File: src/sv/tcce_pkg.sv
`default_nettype none

package tcce_pkg;

	localparam int COLUMNS    = 80;
	localparam int ROWS       = 25;
	localparam int CELL_COUNT = COLUMNS * ROWS;
	localparam int COPY_COUNT = COLUMNS * (ROWS - 1);
	localparam int ADDR_W     = $clog2(CELL_COUNT);

	localparam int COL_W  = 7;
	localparam int ROW_W  = 5;
	localparam int IDX_W  = 12;
	localparam int CHR_W  = 8;
	localparam int CELL_W = 16;

	localparam int TAB_STEP = 4;

	localparam logic [CHR_W-1:0]  CH_TAB      = 8'h09;
	localparam logic [CHR_W-1:0]  CH_LF       = 8'h0A;
	localparam logic [CHR_W-1:0]  CH_CR       = 8'h0D;
	localparam logic [CELL_W-1:0] RESET_BLANK = 16'h0720;

	typedef enum logic [1:0] {
		CMD_PRINT = 2'd0,
		CMD_SET   = 2'd1,
		CMD_CLEAR = 2'd2,
		CMD_READ  = 2'd3
	} cmd_t;

	typedef enum logic [1:0] {
		SW_INIT,
		SW_CLEAR,
		SW_SCROLL
	} sweep_t;

	typedef enum logic [2:0] {
		ST_INIT,
		ST_IDLE,
		ST_EXEC,
		ST_SWEEP,
		ST_DRAIN,
		ST_READ,
		ST_DONE
	} state_t;

	typedef struct packed {
		logic   load_item;
		logic   do_print;
		logic   do_set;
		logic   do_clear;
		logic   do_read;
		logic   sweep_start;
		sweep_t sweep_mode;
		logic   sweep_step;
		logic   cap_read;
		logic   load_out;
	} ctl_t;

	typedef struct packed {
		cmd_t cmd;
		logic need_scroll;
		logic sweep_last;
		logic init_sweep;
		logic out_busy;
	} sts_t;

	function automatic logic [IDX_W-1:0] cell_index(input logic [ROW_W-1:0] r,
		input logic [COL_W-1:0] c);
		return IDX_W'(int'(r) * COLUMNS + int'(c));
	endfunction

endpackage

`default_nettype wire

File: src/sv/tcce_ctrl.sv
`default_nettype none

module tcce_ctrl
	import tcce_pkg::*;
(
	input  wire logic clk,
	input  wire logic arst_n,
	input  wire logic s_tvalid,
	output logic      s_tready,
	input  wire sts_t sts,
	output ctl_t      ctl
);

	state_t state_q, state_d;

	always_ff @(posedge clk or negedge arst_n) begin
		if (!arst_n) begin
			state_q <= ST_INIT;
		end else begin
			state_q <= state_d;
		end
	end

	always_comb begin
		state_d = state_q;
		case (state_q)
			ST_INIT: begin
				if (sts.sweep_last) state_d = ST_DRAIN;
			end
			ST_IDLE: begin
				if (s_tvalid) state_d = ST_EXEC;
			end
			ST_EXEC: begin
				case (sts.cmd)
					CMD_PRINT: state_d = sts.need_scroll ? ST_SWEEP : ST_DONE;
					CMD_SET:   state_d = ST_DONE;
					CMD_CLEAR: state_d = ST_SWEEP;
					CMD_READ:  state_d = ST_READ;
					default:   state_d = ST_DONE;
				endcase
			end
			ST_SWEEP: begin
				if (sts.sweep_last) state_d = ST_DRAIN;
			end
			ST_DRAIN: begin
				state_d = sts.init_sweep ? ST_IDLE : ST_DONE;
			end
			ST_READ: begin
				state_d = ST_DONE;
			end
			ST_DONE: begin
				if (!sts.out_busy) state_d = ST_IDLE;
			end
			default: begin
				state_d = ST_IDLE;
			end
		endcase
	end

	always_comb begin
		ctl = '0;
		ctl.sweep_mode = SW_CLEAR;
		s_tready = 1'b0;
		case (state_q)
			ST_INIT: begin
				ctl.sweep_step = 1'b1;
			end
			ST_IDLE: begin
				s_tready = 1'b1;
				ctl.load_item = s_tvalid;
			end
			ST_EXEC: begin
				case (sts.cmd)
					CMD_PRINT: begin
						ctl.do_print = 1'b1;
						ctl.sweep_start = sts.need_scroll;
						ctl.sweep_mode = SW_SCROLL;
					end
					CMD_SET: begin
						ctl.do_set = 1'b1;
					end
					CMD_CLEAR: begin
						ctl.do_clear = 1'b1;
						ctl.sweep_start = 1'b1;
						ctl.sweep_mode = SW_CLEAR;
					end
					CMD_READ: begin
						ctl.do_read = 1'b1;
					end
					default: begin
						ctl.do_set = 1'b0;
					end
				endcase
			end
			ST_SWEEP: begin
				ctl.sweep_step = 1'b1;
			end
			ST_READ: begin
				ctl.cap_read = 1'b1;
			end
			ST_DONE: begin
				ctl.load_out = !sts.out_busy;
			end
			default: begin
				s_tready = 1'b0;
			end
		endcase
	end

endmodule

`default_nettype wire

File: config.mk
export PLATFORM = sky130hd
export DESIGN_NAME = tcce_ctrl
export DESIGN_NICKNAME = d
export VERILOG_FILES = /design/src/sv/tcce_pkg.sv /design/src/sv/tcce_ctrl.sv
export SDC_FILE = /design/constraint.sdc
export NUM_CORES = 1
export LEC_CHECK = 0
export BUFFER_PORTS_ARGS = -buffer_cell sky130_fd_sc_hd__buf_2
export CAP_MARGIN = 20
export CORE_AREA = 2 2 39 41
export DETAILED_ROUTE_END_ITERATION = 10
export DIE_AREA = 0 0 41 43
export PLACE_DENSITY = 0.54
export SYNTH_ARGS = -nofsm -noshare
export SYNTH_HDL_FRONTEND = slang
export SYNTH_SLANG_ARGS = --single-unit
File: constraint.sdc
create_clock -name clk -period 3.4 [get_ports clk]
set_input_delay 0.51 -clock clk [delete_from_list [all_inputs] [get_ports clk]]
set_output_delay 0.51 -clock clk [all_outputs]
set_load 0.02 [all_outputs]
==> metrics <==
outcome finished clean; final setup margin 1.411 ns; Core Area 1384 um^2; clk_skew between 0.00006 and 0.00007 ns; Synth warnings 0; Slew HR between 70% and 80%; final instance area 480.5 um^2; Fin Hold WS ~0.066 ns; fraction of layout instances using a drive strength above 1 39.44%; total CTS buffers 3; max cap viols 0; synthesized-area fraction occupied by and/or/nand/nor cells 42.91%; area of the die 1763 um^2; Worst VDD drop 239.1 uV; Total Nets Final just over 80; I/O pins 21; largest register by flop count state_q; Hold Crit Class primary input to async pin; Max FO, Critical Path 10; Final Critical Period 1.989 ns; CTS tree done; adder-cell share of the synthesized area 0%; gpl congestion 0.6800; TNS Setup 0 ns; Synth area leader dfrtp_1; RSZ-0062 raised after global routing false; final hold vios 0; port buffer count 20; post-synthesis mux area share between 2 and 3%; Least-Margin Pin Slew 0.4009 ns; H-Tree Depth 1; post-place setup slack ~1.6 ns; Die W 41 um; die span in y 43 um; row count 14; Pins Over Slew Limit 0; CP Capture Type primary output; CTS Sinks 3; total gr overflow 0; Final Cycle Share 58.51%; R2R setup slack 2.12 ns; Max Freq 0.5027 GHz; Placed Area 454.2 um^2; register area share after synthesis between 20% and 30%; max reg flops 3; Mapped Avg Cell Area just over 7 um^2; first-pass GRT wire length approximately 1.3 mm; largest family of logic cells by synthesized area simple AND/OR/NAND/NOR gates; DRT iter0 DRCs 6; Worst Path Required 2.89 ns; via count 400; clk buf depth 2; Post-CTS Setup Inserts 0; WL final 817 um; top flop regs state_q (3); library cells used by synthesis 25; Non-Filler Instances 87; Lkg Pwr 0.0002349 uW; XOR/XNOR Fraction of Synth Area 0%; post-cts resize count 0; GRT Util Overall 11.24%; drc violations 0; clk_lat worst skew 0.23 ns; Inserted Diodes 0; antenna-violating nets left 0; Mapped Cells 51; CTS Root Cell clkbuf_4; Crit Path Class flop to primary output; post-synthesis register bit count 3; Synth Area in Compound Gates a little under a quarter; placed insts 83; Final setup viols 0; ranking of synthesized cells by area dfrtp_1 (21%), nor2_1 (7.3%), buf_4 (6.2%); initial antenna violation count 0; hold_buf cts 0; vias in the first global route 362; Initial Util 26.13%; post-synth top area share 20.76%; Worst Path Arrival 1.48 ns; Post-DP HPWL between 600 and 700 um; Net Count, Synth 60; Startpoint Class flop; Reg clk slew, reported paths 0.04 ns; vias per cell 4.598; Pre-antenna DRT Iters 2; largest net degree at the start of global routing 16; Cell Area, Synth 361.6 um^2; WL/cell roughly 9.4 um; pwr/cell area 877.5 nW/um^2; Layout area overhead 32.87%
## cell families (layout without fill, tap and decap cells)
| group | count (synthesis) | in the layout |
|---|---|---|
| DFF | 3 | 3 |
| and+or+nand+nor | 27 | 27 |
| buffers and inverters | 6 | 26 |
| AOI/OAI and AO/OA | 14 | 14 |
| muxes | 1 | 1 |
## per-layer routing
metal / wire, um / share of wire, % / track usage (%)
met5: 0 / 0 / 0
met4: 0 / 0 / 8.000
met3: 55 / 6.7 / 3.141
met2: 378 / 46 / 15.94
met1: 384 / 47 / 13.83
## critical path, cell delays in order (launching register included)
cell      delay [ns]
dfrtp_1         0.48
nor2b_4         0.25
nand2b_2        0.12
nor3_2          0.19
buf_2           0.21
## final timing paths
kind | from | end | cells past startpoint
max in group asynchronous | arst_n | state_q[2] | 1
min in group clk | sts[0] | state_q[2] | 3
hold / removal | arst_n | state_q[0] | 1
hold reg to reg | state_q[1] | state_q[1] | 1
setup / recovery | state_q[1] | ctl[9] | 4
setup reg to reg | state_q[0] | state_q[2] | 4
## metrics by stage
step | total power [uW] | utilization, %
6_report | 421.6 | 34.72
5_1_grt | 459.4 | 34.72
4_1_cts | 427.6 | 34.72
3_5_place_dp | 362.8 | 32.82
3_3_place_gp | 364.8 | 32.82
2_1_floorplan | 317.6 | -
## synthesized netlist by cell type (all sizes together)
| library cell | number |
|---|---|
| and2 | 2 |
| nor3 | 3 |
| o21a | 1 |
| dfrtp | 3 |
| nor2b | 4 |
| nand2b | 1 |
| nand3 | 1 |
| nor2 | 7 |
| inv | 2 |
| buf | 4 |
| mux2i | 1 |
| nor3b | 3 |
| o221ai | 1 |
| nand2 | 6 |
| a31oi | 1 |
| a2bb2oi | 1 |
| a21oi | 4 |
| o21ai | 5 |
| o311a | 1 |
## cell usage in the layout, fill, tap and decap left out
cell,count
inv_1,1
nor3_1,2
nor2b_1,3
o311a_1,1
nand2b_2,1
inv_2,1
nor2_1,7
a21oi_1,4
o21ai_1,1
nor3_2,1
clkbuf_4,3
nand3_1,1
o221ai_1,1
o21ai_0,4
nor3b_1,2
dfrtp_1,3
nand2_1,6
nor3b_2,1
o21a_1,1
a31oi_1,1
buf_2,20
clkbuf_1,1
a2bb2oi_1,1
mux2i_1,1
nor2b_4,1
and2_1,2
## cell type report
type / count / area [um^2]
multi-input cells: 42 / 251.5
inverters: 2 / 7.507
flip-flops and latches: 3 / 75.07
fillers: 164 / 903.4
well taps: 16 / 20.02
clock buffers: 4 / 26.28
repair buffers: 20 / 100.1
## power by group
| group | switching [uW] | internal [uW] | leakage, uW |
|---|---|---|---|
| registers | 54.6 | 55.2 | 0.0000358 |
| clock network | 17.6 | 43.9 | 0.0000150 |
| logic | 138 | 113 | 0.000184 |
No activity file was read; power rests on OpenSTA's default activity.
